==> config.mk <==
export PLATFORM = sky130hd
export DESIGN_NAME = rwhm_ram
export DESIGN_NICKNAME = d
export VERILOG_FILES = /design/src/hw/rtl/rwhm_ram.sv
export SDC_FILE = /design/constraint.sdc
export NUM_CORES = 1
export LEC_CHECK = 0
export BUFFER_PORTS_ARGS = -buffer_cell sky130_fd_sc_hd__buf_2
export CORE_MARGIN = 1
export CORE_UTILIZATION = 50
export DETAILED_ROUTE_END_ITERATION = 10
export PLACE_DENSITY = 0.67
export SLEW_MARGIN = 20
export SYNTH_ARGS = -nofsm -noshare
export SYNTH_HDL_FRONTEND = slang
export SYNTH_SLANG_ARGS = --single-unit
export TNS_END_PERCENT = 1
==> constraint.sdc <==
create_clock -name aclk -period 2.5 [get_ports aclk]
set_clock_uncertainty 0.1 [all_clocks]
set_input_delay 0.25 -clock aclk [delete_from_list [all_inputs] [get_ports aclk]]
set_output_delay 0.25 -clock aclk [all_outputs]
set_load 0.02 [all_outputs]
==> src/hw/rtl/rwhm_ram.sv <==
`timescale 1ns / 1ps
// ----------------------------------------------------------------------------
// rwhm_ram
// generic simple dual port ram, one write port, one registered read port
// ----------------------------------------------------------------------------
module rwhm_ram #(
    parameter int WIDTH = 8,
    parameter int DEPTH = 16,
    localparam int ADDR_W = (DEPTH > 1) ? $clog2(DEPTH) : 1
) (
    input  logic                   aclk,
    input  logic                   we,
    input  logic [ADDR_W-1:0]      waddr,
    input  logic [WIDTH-1:0]       wdata,
    input  logic                   re,
    input  logic [ADDR_W-1:0]      raddr,
    output logic [WIDTH-1:0]       rdata
);

    logic [WIDTH-1:0] mem [DEPTH];
    logic [WIDTH-1:0] rdata_reg;

    always_ff @(posedge aclk) begin
        if (we) begin
            mem[waddr] <= wdata;
        end
        if (re) begin
            rdata_reg <= mem[raddr];
        end
    end

    assign rdata = rdata_reg;

endmodule

Word level (Yosys, flattened, before mapping)
Memories as Yosys holds them, arrays and structs flattened. A register that Yosys moved wholly into a read port is not among the register bits.
Cells that the tools add are included.
W data, S select, Z words.

cells by class
  muxes and demuxes = 2

operators with widths
  operator  number
  $mux W1   2

storage, ports and cells
  register bits after elaboration = 0
  memory bits (writable) = 128
  bits of input ports = 19
  output and inout port bits = 8
  word-level logic and storage cells = 3
  memories = 1

memory list
  memory  depth  width  read ports  clocked after memory_dff  wr ports  RTL line  RTL
  mem     16     8      1           1                         1         20        logic [WIDTH-1:0] mem [DEPTH];

Logic depth before layout (Yosys ltp)
Gate-level depths: netlist of run 1.

  depth in word-level cells = 2
  depth in mapped cells = 5
  gate-level depth less buffers = 3

Worst setup path after synthesis of run 1
OpenSTA, ideal clock, no wires.

  kind = input-to-reg
  from = in waddr[2]
  to = mem mem[0][0], enable pin
  library setup time = 0.383 ns
  arrival = 1.360 ns
  slack = 0.657 ns
  stages = 2
  path buffers = 0
  path through = or3b_2 -> nor3_1

RTL lines
  element             RTL line  RTL
  start: declaration  13        input logic [ADDR_W-1:0] waddr,
  end: declaration    20

Straight into the memory's write port.

==> results.json, run 1 <==
{
  "yosys_register_bits": 136,
  "netlist_area_um2": 5228,
  "via_count": 2528,
  "clock.fmax_mhz": 634.5,
  "maxCapViolations": 0,
  "arrival_ps": 1740,
  "dieArea_um2": 10870,
  "grt_pass1_wl_mm": 15.53,
  "criticalPathCategory": "flip-flop to flip-flop",
  "synth_area_leaders": "edfxtp_1 (78%), mux4_2 (7.8%), mux4_1 (7.0%), a22oi_1 (2.3%), nor2_1 (0.93%)",
  "largest_reg_flops": 128,
  "hold_viol_final": 0,
  "crit_path_start_kind": "flip-flop",
  "fillCellCount": 685,
  "setup_viol": 0,
  "maxSlewViolCount": 0,
  "place_ws_ps": 493.1,
  "rows": 36,
  "pin_count": 27,
  "wl_per_cell_um": 24.08,
  "ys_types": 18,
  "grt_pass1_vias": 2566,
  "hpwl_mm": 6.373,
  "dpl.cell_count": 400,
  "hp-class": "input pin to flip-flop",
  "required_ps": 2660,
  "fin_util_pct": 62.41,
  "cp_cell_sequence": "mux4_1 > a22oi_1 > nand2_1",
  "p_clk_share_pct": 44.6,
  "drtAntennaViolNets": 0,
  "netSwitchingFraction_pct": 20.43,
  "cts_num_sinks": 136,
  "cts_buffer_depth": 2,
  "yosysSeqAreaShare_pct": 78.12,
  "avgSynthCellArea_um2": 22.83,
  "p_int_mw": 4.079,
  "finalNetCount": 307,
  "layout.cells.non_filler": 434,
  "grt.total_usage_pct": 21.10,
  "rsz0062_at_grt": "false",
  "core_um2": 9955,
  "syn-num-nets": 248,
  "num_antenna_cells": 0,
  "die_x_um": 104.3,
  "post_cts_buffers": 0,
  "outcome": "finished, final reports clean",
  "fp.dieH_um": 104.3,
  "combPwrFrac_pct": 5.0,
  "port_buffers": 26,
  "antenna_found_initial": 0,
  "dr.first_iter.drc_count": 195,
  "worstPathMaxFanout": 1,
  "synthCells": 229,
  "drive_gt1_share_pct": 31.23,
  "setup_slack_ps": 924.0,
  "finalCriticalPeriod_ps": 1576,
  "layout_common_cells": "edfxtp_1 (136), buf_2 (26), buf_4 (19)",
  "postCtsResizedCells": 0,
  "clock_latency_ps": 520,
  "end_kind": "flip-flop",
  "final_common_cell": "edfxtp_1",
  "yosys.area.top_type_share_pct": 78.12,
  "p_leak_nw": 2.108,
  "cpPeakStageDelay_ps": 510,
  "area_delta_synth_final_pct": 18.84,
  "numCtsBuffers": 17,
  "p_seq_share_pct": 50.4,
  "grt_max_degree": 20,
  "grt-ovfl-total": 0,
  "start_util_pct": 52.51,
  "p_per_area_nw_per_um2": 825.2,
  "finalSetupTns_ps": 0,
  "drc_errors": 0,
  "gp_congestion": 0.7340,
  "finalCritPeriodShare_pct": 63.04,
  "tritoncts": "done",
  "wl_mm": 10.45,
  "cts.htree.levels": 4,
  "clk_pin_slew_ps": 60,
  "cts_root_buf": "clkbuf_8",
  "netlist.top_cell.by_area": "edfxtp_1",
  "via_per_inst": 5.825,
  "ctsHoldBuffers": 2,
  "yosysWarningCount": 0,
  "slowest_stage": "mux4_1",
  "drtPass1Iterations": 5,
  "relSlewSlack_pct": 63.77,
  "worst_slew_pin_slew_ps": 541.5,
  "p_switching_mw": 1.047,
  "peakVddDrop_uv": 394.6
}
[Yosys cell counts, drive strengths merged]
cell,instances
nand3,1
mux4,32
or3b,1
nor2,13
nand3b,2
nor3,4
clkdlybuf4s25,3
nor2b,1
nand2b,2
and2b,1
a22oi,16
nand2,9
buf,7
and2,1
edfxtp,136
[path summary, 6_finish.rpt]
| kind | slack, ps | depth (start not counted) | start | end |
|---|---|---|---|---|
| max | 920 | 3 | mem[1][5] | rdata[5] |
| min | 20 | 1 | wdata[5] | mem[10][5] |
| max reg2reg | 920 | 3 | mem[1][5] | rdata[5] |
| min reg2reg | 660 | 3 | mem[8][5] | rdata[5] |
[per-stage QoR]
stage               hold WS (ps)  instance area [µm²]  power (mW)
floorplan                  248.9                 5228       2.770
global placement           533.1                 5640       2.879
detailed placement         539.1                 5640       2.886
CTS                        5.588                 6212       5.166
global route               11.17                 6212       5.274
finish                     20.56                 6212       5.126
[worst max-delay path, delay by kind of cell (launching register included)]
family	cells	cell delay, ps
multiplexers	1	510
AO/OA/AOI/OAI	1	270
AND/OR/NAND/NOR	1	80
flip-flops	1	370
[per-layer routing]
metal,wire length [µm],global-route usage [%],vias up
met4,199,8.367,0
met5,0,0,-
met1,4556,28.87,1317
li1,-,-,1102
met3,628,6.391,15
met2,5068,32.05,94
[logic make-up after synthesis]
group                  after synthesis  share of synthesized area [%]
AOI/OAI and AO/OA                   16                          2.298
buffers and inverters               10                          1.651
DFF                                136                          78.12
muxes                               32                          14.79
and+or+nand+nor                     35                          3.136
[area by class of cell]
type | instances | area [µm²] | area share, %
Clock buffer | 18 | 417.9 | 6.727
Tap cell | 133 | 166.4 | 2.679
Clock inverter | 14 | 133.9 | 2.155
Timing Repair Buffer | 50 | 352.8 | 5.680
Sequential cell | 136 | 4084 | 65.74
Multi-Input combinational cell | 83 | 1057 | 17.02
[power groups by stage]
stage                     Clock, mW  Combinational (mW)  Sequential, mW
after detailed placement          0               0.254            2.63
final                          2.29               0.254            2.58
after global placement            0               0.249            2.63
after CTS                      2.32               0.258            2.59
after global routing           2.41               0.275            2.59
after floorplan                   0               0.130            2.64
Power figures use the tool's default switching activity.
==> run 2: changes to the inputs <==
==> constraint.sdc (replaced) <==
create_clock -name aclk -period 1.6 [get_ports aclk]
set_clock_uncertainty 0.1 [all_clocks]
set_input_delay 0.16 -clock aclk [delete_from_list [all_inputs] [get_ports aclk]]
set_output_delay 0.16 -clock aclk [all_outputs]
set_load 0.02 [all_outputs]
==> run 2 against run 1 <==
Count of clock-buffer cells in the layout is 1 higher. Final cell count is 2.5% higher. Global-route usage is 0.68 points lower. Clock power is 52% higher. Die area stayed put. Setup slack worse by 900 ps. Utilization is 0.93 points higher. Register-to-register slack worse by 900 ps. Cell area is 1.5% higher. Critical path depth stayed put. Routed wire length is 3.8% lower. Via count is 0.83% higher. Critical endpoint is now rdata[6]. Largest power group unchanged.
==> results.json, run 2 (synthesis results as in run 1) <==
{
  "final_common_cell": "edfxtp_1",
  "hpwl_mm": 6.380,
  "maxCapViolations": 0,
  "grt-ovfl-total": 0,
  "arrival_ps": 1730,
  "numCtsBuffers": 17,
  "whs_ps": 93.52,
  "area_delta_synth_final_pct": 20.61,
  "layout_common_cells": "edfxtp_1 (136), buf_2 (26), buf_4 (23)",
  "worst_slew_pin_slew_ps": 836.8,
  "antenna_found_initial": 0,
  "gp_congestion": 0.7754,
  "cts_buffer_depth": 2,
  "grt_pass1_wl_mm": 15.28,
  "drive_gt1_share_pct": 32.05,
  "postLayoutCellArea_um2": 6305,
  "criticalPathCategory": "flip-flop to flip-flop",
  "finalSetupTns_ps": 0,
  "drtAntennaViolNets": 0,
  "setup_viol": 0,
  "grt_max_degree": 20,
  "cts.htree.levels": 4,
  "finalCriticalPeriod_ps": 1573,
  "setup_slack_ps": 27.03,
  "layout.cells.non_filler": 445,
  "via_count": 2549,
  "p_per_area_nw_per_um2": 1258,
  "crit_path_start_kind": "flip-flop",
  "hp-class": "input pin to flip-flop",
  "relSlewSlack_pct": 44.01,
  "grtUsageMet1_pct": 28.76,
  "post_cts_buffers": 0,
  "hold_viol_final": 0,
  "dr.first_iter.drc_count": 233,
  "place_ws_ps": -193.0,
  "dpl.cell_count": 404,
  "dpl_cell_area_um2": 5675,
  "cts_num_sinks": 136,
  "use_met3_pct": 6.704,
  "cts_root_buf": "clkbuf_8",
  "finalNetCount": 318,
  "num_antenna_cells": 0,
  "pin_count": 27,
  "grt_busiest_layer": "met2",
  "maxSlewViolCount": 0,
  "rsz0062_at_grt": "false",
  "core_um2": 9955,
  "wl_per_cell_um": 22.58,
  "rows": 36,
  "drtPass1Iterations": 6,
  "drc_errors": 0,
  "clk_pin_slew_ps": 60,
  "grt.total_usage_pct": 20.42,
  "outcome": "finished, final reports clean",
  "fin_util_pct": 63.34,
  "via_per_inst": 5.728,
  "worstPathMaxFanout": 1,
  "clock.fmax_mhz": 635.7,
  "use_met2_pct": 30.24,
  "peakVddDrop_uv": 533.4,
  "end_kind": "flip-flop",
  "wl_mm": 10.05,
  "p_leak_nw": 2.157,
  "largest_reg_flops": 128,
  "grt_pass1_vias": 2605,
  "finalCritPeriodShare_pct": 98.31,
  "start_util_pct": 52.51,
  "port_buffers": 26,
  "dieArea_um2": 10870,
  "total_power_mw": 7.931,
  "fp.dieH_um": 104.3,
  "tritoncts": "done",
  "die_x_um": 104.3,
  "required_ps": 1750,
  "clock_latency_ps": 510
}
[run 2: cell count changes in the layout (fill, tap and decap cells not counted)]
cell | before | now
dlygate4sd3_1 | 2 | 9
buf_4 | 19 | 23
clkinv_2 | 2 | 5
clkinv_4 | 3 | 0
a22oi_1 | 16 | 14
a22oi_2 | 0 | 2
clkinvlp_4 | 3 | 1
clkbuf_1 | 1 | 2
clkinv_1 | 4 | 5
mux4_1 | 14 | 13
mux4_2 | 18 | 19
nor3_1 | 4 | 3
nor3_2 | 0 | 1
[run 2: worst max-delay path: stages, from the launching register on]
cell and delay, ps:
edfxtp_1 350, mux4_2 480, a22oi_1 300, nand2_1 90
[run 2: metal layers]
metal	part of all wire [%]	vias to the layer above
li1	-	1126
met1	44	1320
met2	49	95
met3	6.7	8
met4	0.98	0
met5	0	-
[run 2: path summary, 6_finish.rpt]
check	to	start	cells past startpoint	slack, ps
worst min-delay path	mem[6][5]	waddr[2]	3	90
worst min register to register	rdata[1]	mem[15][1]	3	650
worst max-delay path	rdata[6]	mem[11][6]	3	30
worst max register to register	rdata[6]	mem[11][6]	3	30
[run 2: final cells by class]
type / count / area, µm²
Sequential cell: 136 / 4084
Fill cell: 646 / 3650
Multi-Input combinational cell: 83 / 1069
Timing Repair Buffer: 61 / 452.9
Clock buffer: 19 / 421.7
Tap cell: 133 / 166.4
Clock inverter: 13 / 111.4
[run 2: what timing repair did]
item / in CTS / in global routing
resized for setup: 1 / 2
hold endpoints to repair: 136 / 0
setup endpoints to repair: 1 / 2
gates cloned: 0 / 0
pin swaps: 1 / 1
hold buffers: 9 / 0
[run 2: report_power, final]
part,leakage (nW),internal [mW],switching (mW)
combinational,0.658,0.185,0.235
clock,0.263,2.17,1.31
sequential,1.24,4.02,0.0199
==> run 3: changes to the inputs <==
--- a/config.mk
+++ b/config.mk
@@ -10,6 +10,7 @@
 export CORE_UTILIZATION = 50
 export DETAILED_ROUTE_END_ITERATION = 10
 export PLACE_DENSITY = 0.67
+export SETUP_SLACK_MARGIN = 0.1
 export SLEW_MARGIN = 20
 export SYNTH_ARGS = -nofsm -noshare
 export SYNTH_HDL_FRONTEND = slang
==> run 3 against run 2 <==
First-iteration DRC count is 53% lower. Via count is 4.3% lower. Sequential share of layout area is 0.91 points lower. Non-clock buffer count is 4 lower. Total power is 9.7% higher. Count of clock-buffer cells in the layout is 1 higher. Sequential power hardly changed. Utilization is 0.91 points higher. Global-route usage is 0.31 points lower. Maximum frequency is 3.6% higher. Largest cell class unchanged. Highest routed layer unchanged.
==> results.json, run 3 (synthesis results as in run 1) <==
{
  "outcome": "finished, final reports clean",
  "dieArea_um2": 10870,
  "rrSetupSlack_ps": 80,
  "finalCritPeriodShare_pct": 94.85,
  "p_per_area_nw_per_um2": 1360,
  "cts_buffer_depth": 2,
  "largest_reg_flops": 128,
  "final_common_cell": "edfxtp_1",
  "wl_mm": 9.879,
  "numCtsBuffers": 17,
  "grt.total_usage_pct": 20.11,
  "peakVddDrop_uv": 754.0,
  "cp_cell_sequence": "mux4_1 > a22oi_1 > nand2_1",
  "setup.worst_path.start": "mem[9][5]",
  "antenna_found_initial": 0,
  "rows": 36,
  "relSlewSlack_pct": 43.95,
  "hp-class": "input pin to flip-flop",
  "cts_root_buf": "clkbuf_8",
  "total_power_mw": 8.698,
  "num_antenna_cells": 0,
  "die_x_um": 104.3,
  "via_per_inst": 5.531,
  "hold_viol_final": 0,
  "core_um2": 9955,
  "grt_pass1_vias": 2615,
  "clock_latency_ps": 500,
  "grt-ovfl-total": 0,
  "finalNetCount": 314,
  "finalCriticalPeriod_ps": 1518,
  "cpPeakStageDelay_ps": 530,
  "arrival_ps": 1670,
  "gp_congestion": 0.6994,
  "maxCapViolations": 0,
  "layout.cells.non_filler": 441,
  "area_delta_synth_final_pct": 22.33,
  "rr_startpoint": "mem[9][5]",
  "regArea_um2": 4084,
  "setup_viol": 0,
  "clk_pin_slew_ps": 60,
  "via_count": 2439,
  "drive_gt1_share_pct": 37.01,
  "tritoncts": "done",
  "wl_per_cell_um": 22.40,
  "grt_pass1_wl_mm": 15.23,
  "drtPass1Iterations": 4,
  "criticalPathCategory": "flip-flop to flip-flop",
  "rsz0062_at_grt": "true",
  "layout_common_cells": "edfxtp_1 (136), mux4_2 (28), buf_2 (26)",
  "fp.dieH_um": 104.3,
  "clock.fmax_mhz": 658.9,
  "whs_ps": 128.1,
  "slowest_stage": "mux4_1",
  "fillCellCount": 676,
  "multi_input_area_um2": 1060,
  "drc_errors": 0,
  "cts.htree.levels": 4,
  "crit_path_start_kind": "flip-flop",
  "p_leak_nw": 2.156,
  "dpl.cell_count": 400,
  "worstPathMaxFanout": 1,
  "dr.first_iter.drc_count": 109,
  "hpwl_mm": 6.117,
  "maxSlewViolCount": 0,
  "start_util_pct": 52.51,
  "grt_max_degree": 21,
  "cts_num_sinks": 136,
  "end_kind": "flip-flop",
  "min_from": "waddr[0]",
  "port_buffers": 26,
  "required_ps": 1750,
  "drtAntennaViolNets": 0,
  "worst_slew_pin_slew_ps": 839.1,
  "pin_count": 27
}
[run 3: cell count changes in the layout (fill, tap and decap cells not counted), sizes merged]
cell | previous run | this run
clkinv | 10 | 5
bufinv | 2 | 6
clkbuf | 19 | 20
buf | 52 | 48
[run 3: per-stage QoR]
stage,setup WS (ps),cell area (µm²),TNS (ps),utilization (%)
finish,82.40,6395,0,64.24
floorplan,73.85,5218,0,-
global route,70.58,6395,0,64.24
CTS,78.51,6399,0,64.28
global placement,-215.4,5632,-1259,56.57
detailed placement,-254.8,5632,-1480,56.57
[run 3: cell type report]
| class | instances | area share [%] |
|---|---|---|
| Clock buffer | 20 | 6.652 |
| Clock inverter | 12 | 3.502 |
| Multi-Input combinational cell | 83 | 16.57 |
| Sequential cell | 136 | 63.86 |
| Tap cell | 133 | 2.602 |
| Timing Repair Buffer | 57 | 6.809 |
[run 3: repair_timing]
action / in CTS / in global routing
hold buffers: 9 / 0
setup buffers: 0 / 0
gates resized for setup: 9 / 1
setup endpoints to repair: 8 / 8
pin swaps: 2 / 1
hold endpoints to repair: 136 / 0
[run 3: path summary, 6_finish.rpt]
check                           cells past startpoint        end
worst max register to register                      3   rdata[5]
worst min register to register                      3   rdata[7]
worst min-delay path                                3  mem[0][1]
worst max-delay path                                3   rdata[5]
[run 3: power by group]
group / switching [mW] / internal (mW) / leakage, nW
logic: 0.237 / 0.191 / 0.607
registers: 0.0238 / 4.02 / 1.24
clock network: 1.38 / 2.85 / 0.313
total: 1.64 / 7.05 / 2.16
[run 3: metal layers]
layer  global-route usage (%)  vias to the layer above  routed length [µm]
met5                        0                        -                   0
met4                    7.347                        0                  83
met3                    4.762                        8                 512
met2                    32.29                       69                5119
met1                    27.12                     1259                4164
li1                         -                     1103                   -
[run 3: worst max-delay path: cells and delay by family, from the launching register on]
family | cells | cell delay (ps)
mux | 1 | 530
flops | 1 | 360
simple gates | 1 | 70
compound gates | 1 | 210
